## src/rtl/sma_pkg.sv

```systemverilog
// ----------------------------------------------------------------------------
// sma_pkg
// Shared types and constants for the slot allocator: slot count, index
// widths, function codes and the structs that pass between the modules.
// ----------------------------------------------------------------------------
package sma_pkg;

   // table geometry
   localparam int SLOTS       = 32;
   localparam int IDX_W       = $clog2(SLOTS);
   localparam int LIFE_W      = 12;
   localparam int SLOT_FIELD_W = 5;

   // starting best life for the eviction search; any slot with lower life beats it
   localparam logic [LIFE_W-1:0] LIFE_MAX = {LIFE_W{1'b1}};

   // request function codes
   localparam logic FUNC_ALLOC = 1'b0;
   localparam logic FUNC_WRITE = 1'b1;

   // one table entry as held in the slot memory
   typedef struct packed {
      logic              active;
      logic [LIFE_W-1:0] life;
   } slot_entry_type;

   localparam int ENTRY_W = $bits(slot_entry_type);

   // memory access from the controller
   typedef struct packed {
      logic [IDX_W-1:0] raddr;
      logic             wen;
      logic [IDX_W-1:0] waddr;
      slot_entry_type   wdata;
   } ram_cmd_type;

   // one finished result
   typedef struct packed {
      logic [SLOT_FIELD_W-1:0] chosen_slot;
      logic                    evicted;
   } result_type;

endpackage

```

## src/rtl/sma_ram.sv

```systemverilog
// ----------------------------------------------------------------------------
// sma_ram
// Generic single-write, single-read synchronous RAM with registered read.
// ----------------------------------------------------------------------------
module sma_ram #(
   parameter int WIDTH = 8,
   parameter int DEPTH = 32
) (
   input  logic                     clock,
   input  logic                     wen,
   input  logic [$clog2(DEPTH)-1:0] waddr,
   input  logic [WIDTH-1:0]         wdata,
   input  logic [$clog2(DEPTH)-1:0] raddr,
   output logic [WIDTH-1:0]         rdata
);

   logic [WIDTH-1:0] mem [DEPTH];
   logic [WIDTH-1:0] rdata_ff;

   // write port
   always_ff @(posedge clock) begin
      if (wen) begin
         mem[waddr] <= wdata;
      end
   end

   // registered read port
   always_ff @(posedge clock) begin
      rdata_ff <= mem[raddr];
   end

   assign rdata = rdata_ff;

endmodule

```

## src/rtl/sma_ctrl.sv

```systemverilog
// ----------------------------------------------------------------------------
// sma_ctrl
// Request sequencer: applies slot writes, runs the circular allocation scan
// one slot per cycle over the slot memory, claims the chosen slot and hands
// the result to the output stage.
// ----------------------------------------------------------------------------
module sma_ctrl (
   input  logic                                clock,
   input  logic                                reset,
   input  logic                                req_valid,
   output logic                                req_ready,
   input  logic                                req_func,
   input  logic [sma_pkg::SLOT_FIELD_W-1:0]    req_slot_index,
   input  logic                                req_in_use,
   input  logic [sma_pkg::LIFE_W-1:0]          req_life,
   output sma_pkg::ram_cmd_type                ram_cmd,
   input  sma_pkg::slot_entry_type             ram_rdata,
   output logic                                res_valid,
   output sma_pkg::result_type                 res,
   input  logic                                res_take
);

   localparam logic [1:0] ST_IDLE = 2'd0;
   localparam logic [1:0] ST_SCAN = 2'd1;
   localparam logic [1:0] ST_DONE = 2'd2;

   localparam logic [sma_pkg::IDX_W-1:0] LAST_IDX = sma_pkg::IDX_W'(sma_pkg::SLOTS - 1);

   logic [1:0]                    state_ff, state_in;
   logic [sma_pkg::SLOTS-1:0]     valid_ff, valid_in;
   logic [sma_pkg::IDX_W-1:0]     start_ff, start_in;
   logic [sma_pkg::IDX_W-1:0]     chk_addr_ff, chk_addr_in;
   logic [sma_pkg::IDX_W-1:0]     nxt_addr_ff, nxt_addr_in;
   logic [sma_pkg::IDX_W-1:0]     chk_cnt_ff, chk_cnt_in;
   logic                          vbit_ff, vbit_in;
   logic [sma_pkg::IDX_W-1:0]     best_ff, best_in;
   logic [sma_pkg::LIFE_W-1:0]    best_life_ff, best_life_in;
   logic [sma_pkg::LIFE_W-1:0]    life_ff, life_in;
   sma_pkg::result_type           res_ff, res_in;

   logic                          accept;
   logic                          idx_in_range;
   logic [sma_pkg::IDX_W-1:0]     wr_idx;
   logic                          cur_active;
   logic [sma_pkg::LIFE_W-1:0]    cur_life;
   logic                          better;
   logic [sma_pkg::IDX_W-1:0]     best_now;
   logic [sma_pkg::IDX_W-1:0]     pick;

   function automatic logic [sma_pkg::IDX_W-1:0] next_slot(
      input logic [sma_pkg::IDX_W-1:0] s
   );
      logic [sma_pkg::IDX_W-1:0] n;
      n = (s == LAST_IDX) ? '0 : s + 1'b1;
      return n;
   endfunction

   assign req_ready    = (state_ff == ST_IDLE);
   assign accept       = req_valid && req_ready;
   assign idx_in_range = (32'(req_slot_index) < sma_pkg::SLOTS);
   assign wr_idx       = sma_pkg::IDX_W'(req_slot_index);

   // slot under examination; an entry never written reads as free with zero life
   assign cur_active = vbit_ff && ram_rdata.active;
   assign cur_life   = vbit_ff ? ram_rdata.life : '0;
   assign better     = (cur_life < best_life_ff);
   assign best_now   = better ? chk_addr_ff : best_ff;
   assign pick       = !cur_active ? chk_addr_ff : best_now;

   // sequencer
   always_comb begin
      state_in     = state_ff;
      valid_in     = valid_ff;
      start_in     = start_ff;
      chk_addr_in  = chk_addr_ff;
      nxt_addr_in  = nxt_addr_ff;
      chk_cnt_in   = chk_cnt_ff;
      vbit_in      = vbit_ff;
      best_in      = best_ff;
      best_life_in = best_life_ff;
      life_in      = life_ff;
      res_in       = res_ff;
      ram_cmd      = '0;
      ram_cmd.raddr = start_ff;

      unique case (state_ff)
         ST_IDLE: begin
            if (accept) begin
               life_in = req_life;
               if (req_func == sma_pkg::FUNC_WRITE) begin
                  if (idx_in_range) begin
                     ram_cmd.wen          = 1'b1;
                     ram_cmd.waddr        = wr_idx;
                     ram_cmd.wdata.active = req_in_use;
                     ram_cmd.wdata.life   = req_life;
                     valid_in[wr_idx]     = 1'b1;
                  end
                  res_in.chosen_slot = req_slot_index;
                  res_in.evicted     = 1'b0;
                  state_in           = ST_DONE;
               end else begin
                  // first read goes out now at the start pointer
                  ram_cmd.raddr = start_ff;
                  vbit_in       = valid_ff[start_ff];
                  chk_addr_in   = start_ff;
                  nxt_addr_in   = next_slot(start_ff);
                  chk_cnt_in    = '0;
                  best_in       = '0;
                  best_life_in  = sma_pkg::LIFE_MAX;
                  state_in      = ST_SCAN;
               end
            end
         end
         ST_SCAN: begin
            // read ahead the next slot while checking the current one
            ram_cmd.raddr = nxt_addr_ff;
            vbit_in       = valid_ff[nxt_addr_ff];
            chk_addr_in   = nxt_addr_ff;
            nxt_addr_in   = next_slot(nxt_addr_ff);
            best_in       = best_now;
            best_life_in  = better ? cur_life : best_life_ff;
            chk_cnt_in    = chk_cnt_ff + 1'b1;
            if (!cur_active || (chk_cnt_ff == LAST_IDX)) begin
               // claim the chosen slot
               ram_cmd.wen          = 1'b1;
               ram_cmd.waddr        = pick;
               ram_cmd.wdata.active = 1'b1;
               ram_cmd.wdata.life   = life_ff;
               valid_in[pick]       = 1'b1;
               start_in             = next_slot(pick);
               res_in.chosen_slot   = sma_pkg::SLOT_FIELD_W'(pick);
               res_in.evicted       = cur_active;
               state_in             = ST_DONE;
            end
         end
         ST_DONE: begin
            if (res_take) begin
               state_in = ST_IDLE;
            end
         end
         default: begin
            state_in = ST_IDLE;
         end
      endcase
   end

   // control state
   always_ff @(posedge clock) begin
      if (reset) begin
         state_ff <= ST_IDLE;
         valid_ff <= '0;
         start_ff <= '0;
      end else begin
         state_ff <= state_in;
         valid_ff <= valid_in;
         start_ff <= start_in;
      end
   end

   // scan and payload registers
   always_ff @(posedge clock) begin
      chk_addr_ff  <= chk_addr_in;
      nxt_addr_ff  <= nxt_addr_in;
      chk_cnt_ff   <= chk_cnt_in;
      vbit_ff      <= vbit_in;
      best_ff      <= best_in;
      best_life_ff <= best_life_in;
      life_ff      <= life_in;
      res_ff       <= res_in;
   end

   assign res_valid = (state_ff == ST_DONE);
   assign res       = res_ff;

endmodule

```

## src/rtl/slot_allocator_min_life_evict_top.sv

```systemverilog
// ----------------------------------------------------------------------------
// slot_allocator_min_life_evict_top
// Round-robin free slot allocator with minimum-life eviction over a table
// of slots held in a synchronous memory.
//
//   channel  direction  ports
//   req      in         req_valid/req_ready, func, slot_index, in_use, life
//   rsp      out        rsp_valid/rsp_ready, chosen_slot, evicted
//
// A write beat goes from accept straight to the result. An allocate beat scans
// until it finds a free slot or has checked every slot: the scan reads one
// slot per cycle through the single read port of the slot memory.
// Reset clears the per-slot valid bits at once, so no clearing pass runs.
// A result waits in the output register while the next beat is accepted;
// the sequencer stalls only if it finishes while that register is still full.
// ----------------------------------------------------------------------------
module slot_allocator_min_life_evict_top (
   input  logic                               clock,
   input  logic                               reset,
   input  logic                               req_valid,
   output logic                               req_ready,
   input  logic                               req_func,
   input  logic [sma_pkg::SLOT_FIELD_W-1:0]   req_slot_index,
   input  logic                               req_in_use,
   input  logic [sma_pkg::LIFE_W-1:0]         req_life,
   output logic                               rsp_valid,
   input  logic                               rsp_ready,
   output logic [sma_pkg::SLOT_FIELD_W-1:0]   rsp_chosen_slot,
   output logic                               rsp_evicted
);

   sma_pkg::ram_cmd_type     ram_cmd;
   sma_pkg::slot_entry_type  ram_rdata;
   logic [sma_pkg::ENTRY_W-1:0] ram_rdata_raw;
   logic                     res_valid;
   sma_pkg::result_type      res;
   logic                     res_take;
   logic                     rsp_valid_ff, rsp_valid_in;
   sma_pkg::result_type      rsp_ff, rsp_in;

   // slot table
   sma_ram #(
      .WIDTH (sma_pkg::ENTRY_W),
      .DEPTH (sma_pkg::SLOTS)
   ) u_slot_ram (
      .clock (clock),
      .wen   (ram_cmd.wen),
      .waddr (ram_cmd.waddr),
      .wdata (ram_cmd.wdata),
      .raddr (ram_cmd.raddr),
      .rdata (ram_rdata_raw)
   );

   assign ram_rdata = sma_pkg::slot_entry_type'(ram_rdata_raw);

   // request sequencer
   sma_ctrl u_ctrl (
      .clock          (clock),
      .reset          (reset),
      .req_valid      (req_valid),
      .req_ready      (req_ready),
      .req_func       (req_func),
      .req_slot_index (req_slot_index),
      .req_in_use     (req_in_use),
      .req_life       (req_life),
      .ram_cmd        (ram_cmd),
      .ram_rdata      (ram_rdata),
      .res_valid      (res_valid),
      .res            (res),
      .res_take       (res_take)
   );

   // output register
   assign res_take = res_valid && (!rsp_valid_ff || rsp_ready);

   always_comb begin
      rsp_valid_in = rsp_valid_ff;
      rsp_in       = rsp_ff;
      if (rsp_valid_ff && rsp_ready) begin
         rsp_valid_in = 1'b0;
      end
      if (res_take) begin
         rsp_valid_in = 1'b1;
         rsp_in       = res;
      end
   end

   always_ff @(posedge clock) begin
      if (reset) begin
         rsp_valid_ff <= 1'b0;
      end else begin
         rsp_valid_ff <= rsp_valid_in;
      end
   end

   always_ff @(posedge clock) begin
      rsp_ff <= rsp_in;
   end

   assign rsp_valid       = rsp_valid_ff;
   assign rsp_chosen_slot = rsp_ff.chosen_slot;
   assign rsp_evicted     = rsp_ff.evicted;

endmodule
```

## config.mk

```make
export PLATFORM = sky130hd
export DESIGN_NAME = slot_allocator_min_life_evict_top
export DESIGN_NICKNAME = d
export VERILOG_FILES = /design/src/rtl/sma_pkg.sv /design/src/rtl/sma_ram.sv /design/src/rtl/sma_ctrl.sv /design/src/rtl/slot_allocator_min_life_evict_top.sv
export SDC_FILE = /design/constraint.sdc
export NUM_CORES = 1
export LEC_CHECK = 0
export CORE_ASPECT_RATIO = 0.8
export CORE_MARGIN = 8
export CORE_UTILIZATION = 68
export DETAILED_ROUTE_END_ITERATION = 8
export DONT_BUFFER_PORTS = 1
export PLACE_DENSITY = 0.84
export SLEW_MARGIN = 20
export SYNTH_ARGS = -nofsm -noshare
export SYNTH_HDL_FRONTEND = slang
export SYNTH_HIERARCHICAL = 1
export SYNTH_SLANG_ARGS = --single-unit
```

## constraint.sdc

```tcl
create_clock -name clock -period 6.54 [get_ports clock]
set_clock_uncertainty 0.2 [all_clocks]
set_input_delay 1.308 -clock clock [delete_from_list [all_inputs] [get_ports clock]]
set_output_delay 1.308 -clock clock [all_outputs]
set_load 0.05 [all_outputs]
```

# After elaboration in Yosys (flattened, before gate mapping)
# Memories as Yosys holds them, arrays and structs flattened. A register that Yosys moved wholly into a read port is not among the register bits.
# Index checks and enable logic that the tools add are counted.
[classes]
n_addsub = 4
n_lt_le_gt_ge = 7
n_eq_ne = 12
n_mux = 52
bitwise_logic = 2
n_reduce_logical = 19
[ops]
columns = ["cell", "count"]
rows = [
  ["32-bit 2-to-1 mux", 3],
  ["32-bit OR", 2],
  ["32-bit case mux with 2 select lines", 1],
  ["19-bit 2-to-1 mux", 3],
  ["5-bit 2-to-1 mux", 11],
  ["12-bit 2-to-1 mux", 4],
  ["24-bit case mux with 2 select lines", 1],
  ["5-bit case mux with 2 select lines", 4],
  ["5-bit by 6-bit less-than comparator with 1-bit output, second input constant", 4],
  ["12-bit case mux with 2 select lines", 1],
  ["5-bit by 1-bit adder with 5-bit output, second input constant", 4],
  ["5-bit == test, second input constant", 4],
  ["6-bit 2-to-1 mux", 3],
  ["12-bit less-than comparator", 1],
  ["6-bit case mux with 2 select lines", 1],
  ["1-bit binary-select mux with 5-bit select", 2],
  ["1-bit demux with 5-bit select", 2],
  ["5-bit by 1-bit greater-or-equal comparator with 1-bit output, second input constant", 2],
  ["1-bit 2-to-1 mux", 10],
  ["2-bit 2-to-1 mux", 4],
  ["4-bit AND reduction", 2],
  ["1-bit logical AND", 6],
  ["2-bit by 1-bit != test with 1-bit output, second input constant", 3],
  ["2-bit != test, second input constant", 3],
  ["10 further kinds", 15],
]
[word_totals]
regBits = 97
mem_bits_rw = 416
in_bits = 23
out_inout_bits = 8
wordCells = 112
memories = 1
[mem_list]
columns = ["memory", "words", "width", "rd", "rd_ports_with_merged_regs", "write_ports", "line_no", "rtl"]
rows = [
  ["u_slot_ram.mem", 32, 13, 1, 1, 1, "sma_ram.sv:17", "logic [WIDTH-1:0] mem [DEPTH];"],
]

# Logic depth before layout (Yosys ltp)
[depth]
word_depth = 11
mapped_depth = 18

# Modules after synthesis
# The synthesis kept the hierarchy.
[modules_own_cells]
columns = ["module", "instances", "cells_per_inst", "area_each_um2"]
rows = [
  ["sma_ram", 1, 936, 16728.5],
  ["sma_ctrl", 1, 500, 5257.5],
  ["slot_allocator_min_life_evict_top", 1, 11, 235.2],
]

# Worst setup path after synthesis
# Ideal clock, no wire load.
[synth_path]
path_kind = "reg2reg"
from = "register u_ctrl.vbit_ff"
to = "memory u_slot_ram/mem[28][0] (netlist bit), enable pin"
setup_ps = 382
t_arrival_ps = 3673
setup_slack_ps = 2285
stages_incl_launch_ff = 14
n_path_buf = 3
path_cell_list = "edfxtp_1 > clkbuf_1 > and2_1 > ha_1 > nand4_1 > a311oi_2 > o21ai_2 > a21oi_4 > buf_6 > mux2i_1 > o21ai_0 > or3b_2 > clkbuf_1 > nor2_1"
[synth_lines]
columns = ["element", "line_no", "rtl"]
rows = [
  ["start: declaration", "sma_ctrl.sv:35", "logic vbit_ff, vbit_in;"],
  ["start signal: assignment", "sma_ctrl.sv:165", "vbit_ff <= vbit_in;"],
  ["end: declaration", "sma_ram.sv:17", ""],
]

==> results.py <==
metrics = {
    "floorplan": {
        "rows": 59,
        "coreArea_um2": 32300,
        "initial_core_util": 0.687,
        "design.die.area_um2": 38800,
        "ioPinCount": 31,
        "die_h_um": 178,
        "die_w_um": 218,
    },
    "worst_setup_path": {
        "worstPathRequired_ns": 6.51,
        "cp_num_buf_inv": 0,
        "worstPathCellList": "and2_1, ha_1, nand4_1, o21ai_0, a31oi_1, a21oi_4, mux2i_1, o21ai_0, nand3_1, nor2_1",
        "cp-end-kind": "flop",
        "cpPeakStageDelay_ns": 1.07,
        "startpoint_type": "flop",
        "path_class": "reg -> reg",
        "worstPathMaxFanout": 17,
        "critPathTopFamily": "simple AND/OR/NAND/NOR gates",
        "cpMostUsedCell": "o21ai_0",
        "cp_data_arrival_time_ns": 5.17,
        "crit_slowest_cell": "nor2_1",
    },
    "clock_network": {
        "cts-root-buf": "clkbuf_16",
        "numCtsBuffers": 49,
        "cts_buffer_depth": 3,
        "htree_levels": 2,
        "cts_num_sinks": 526,
        "cts_tree": "built",
        "clk_latency_ns": 0.57,
        "post-cts-setup-buffers": 0,
        "ctsResizeCount": 0,
        "postCtsHoldBufs": 0,
        "clk_pin_slew_worst_paths_ns": 0.06,
    },
    "global_routing": {
        "grt_max_degree": 58,
        "gr-usage-all-layers": 0.269,
        "grt-ovfl-total": 0,
        "grt_pass1_wl_um": 77500,
        "antenna_found_initial": 3,
        "grt_pass1_vias": 12730,
    },
    "power_and_ir_drop": {
        "p_leak_nw": 7.80,
        "power.density_nw_per_um2": 309,
        "peakVddDrop_uv": 397,
    },
    "sta": {
        "max_freq_mhz": 192,
        "hold_violations": 0,
        "tns_ns": 0,
        "min_period_ns": 5.21,
        "drv_slew": 0,
        "rsz0062_at_grt": "no",
        "worstMarginPinSlew_ns": 1.11,
        "setup_viol": 0,
        "period_share": 0.796,
        "relSlewSlack": 0.257,
    },
    "finish": {
        "drive_gt1_frac": 0.118,
        "nFillCells": 1864,
        "ff_latch_area_um2": 15300,
        "final_area_um2": 24200,
        "post-route-util": 0.748,
        "fin_nets": 1482,
        "area_growth_pct": 8.85,
        "antenna_cells": 0,
        "multiInputGateArea_um2": 6400,
    },
    "yosys": {
        "synth_edf_count": 473,
        "synthDistinctLibCells": 57,
        "synth.most_common_cell": "edfxtp_1",
        "seq_area_frac_synth": 0.687,
        "syn-instance-count": 1447,
        "syn_nets": 1492,
        "synth.cells.most_frequent": "473 x edfxtp_1, 223 x mux2i_1, 81 x nand2_1",
        "synthArstFlopShare": 0,
        "synthesis.area_um2": 22200,
        "synth-seq-cells": 526,
        "yosys.area.top_type": "edfxtp_1",
        "synth_warnings": 6,
        "synth_area_leaders": "edfxtp_1 64%, mux2i_1 10%, dfxtp_1 4.8%",
        "syn_avg_cell_area_um2": 15.4,
        "synth_top_area_frac": 0.639,
        "synth-main-ff-cell": "edfxtp_1",
    },
    "placed_design": {
        "gp_congestion": 0.936,
        "placed_area_um2": 22400,
        "post-dp-hpwl_um": 32100,
        "io_buffers": 0,
    },
    "hold_path": {
        "hold_class": "reg -> reg",
    },
    "route": {
        "drc": 0,
        "first_iter_violations": 1918,
        "wl_per_cell_um": 27.6,
        "drt-total-wl_um": 52500,
        "firstDrtPassIters": 6,
        "vias_per_cell": 6.82,
        "postRouteAntennaNets": 0,
        "vias": 12965,
    },
    "outcome": {
        "status": "finished clean",
    },
    "job": {
        "drv_cap": 0,
    },
}
-- stage by stage --
stage               worst slack [ns]  power, W  hold WS [ns]  instances
floorplan                       2.28   0.00431         0.200       1447
CTS                             1.32   0.00748         0.226       1901
global placement                1.62   0.00448         0.206       1813
detailed placement              1.32   0.00450         0.214       1813
finish                          1.33   0.00748         0.231       1901
global route                    1.04   0.00765         0.235       1901
-- worst reg2reg max path, stage by stage (launching register included) --
cell and delay, ns:
edfxtp_1 0.53, and2_1 0.23, ha_1 0.34, nand4_1 0.12, o21ai_0 0.18, a31oi_1 0.12
a21oi_4 0.59, mux2i_1 0.30, o21ai_0 0.47, nand3_1 0.65, nor2_1 1.08
-- report_power, final --
part	total [W]	leakage (nW)	switching (W)	internal, W
clock	0.00302	0.843	0.00119	0.00183
sequential	0.00382	4.76	0.0000572	0.00376
combinational	0.000641	2.20	0.000436	0.000205
-- layer usage --
layer | routed length (um) | vias up | GRT usage
met5 | 32 | - | 0
met4 | 1240 | 4 | 0.0822
met3 | 6780 | 116 | 0.0882
met2 | 23600 | 893 | 0.406
met1 | 20900 | 6369 | 0.371
li1 | - | 5583 | -
-- registers in the layout, indices dropped and copies added, names as in the netlist, 6 cells and up --
name                 flops
u_slot_ram/mem         416
u_ctrl/valid_ff         32
u_ctrl/best_life_ff     12
u_ctrl/res               6
u_ctrl/life_ff          12
u_slot_ram/rdata        13
-- placed cells by master (no fill, tap or decap), types with 22 or more instances in the layout --
cell,instances
ha_1,22
nand3_1,40
nor2_1,40
nand2_1,80
inv_1,23
a22oi_1,53
a21oi_1,35
nand2b_1,31
nor2_2,23
edfxtp_1,473
dfxtp_1,53
clkbuf_16,49
a22o_1,37
mux2i_1,223
-- path summary, 6_finish.rpt --
check                  from                    end  slack (ns)  cells past startpoint
min reg2reg   u_ctrl/res[2]     rsp_chosen_slot[1]        0.23                      0
max reg2reg  u_ctrl/vbit_ff  u_slot_ram/mem[19][4]        1.33                     10
max          u_ctrl/vbit_ff  u_slot_ram/mem[19][4]        1.33                     10
min           u_ctrl/res[2]     rsp_chosen_slot[1]        0.23                      0
-- cell type report --
cell class,count,area share
inverter,23,0.00357
clock buffer,58,0.0529
clock inverter,30,0.0177
timing repair buffer,23,0.00817
sequential,526,0.631
multi-input combinational,814,0.264
tap,427,0.0221
-- logic make-up (layout without fill, tap and decap cells) --
logic type,after synthesis,in the layout,share of synthesized area
AO/OA/AOI/OAI,204,204,0.0681
XOR/XNOR,8,8,0.00315
adder cells (fa/ha/maj),22,22,0.0124
buffers and inverters,107,134,0.0296
flip-flops,526,526,0.687
multiplexers,249,249,0.124
AND/OR/NAND/NOR,331,331,0.0760
Power figures use the tool's default switching activity.
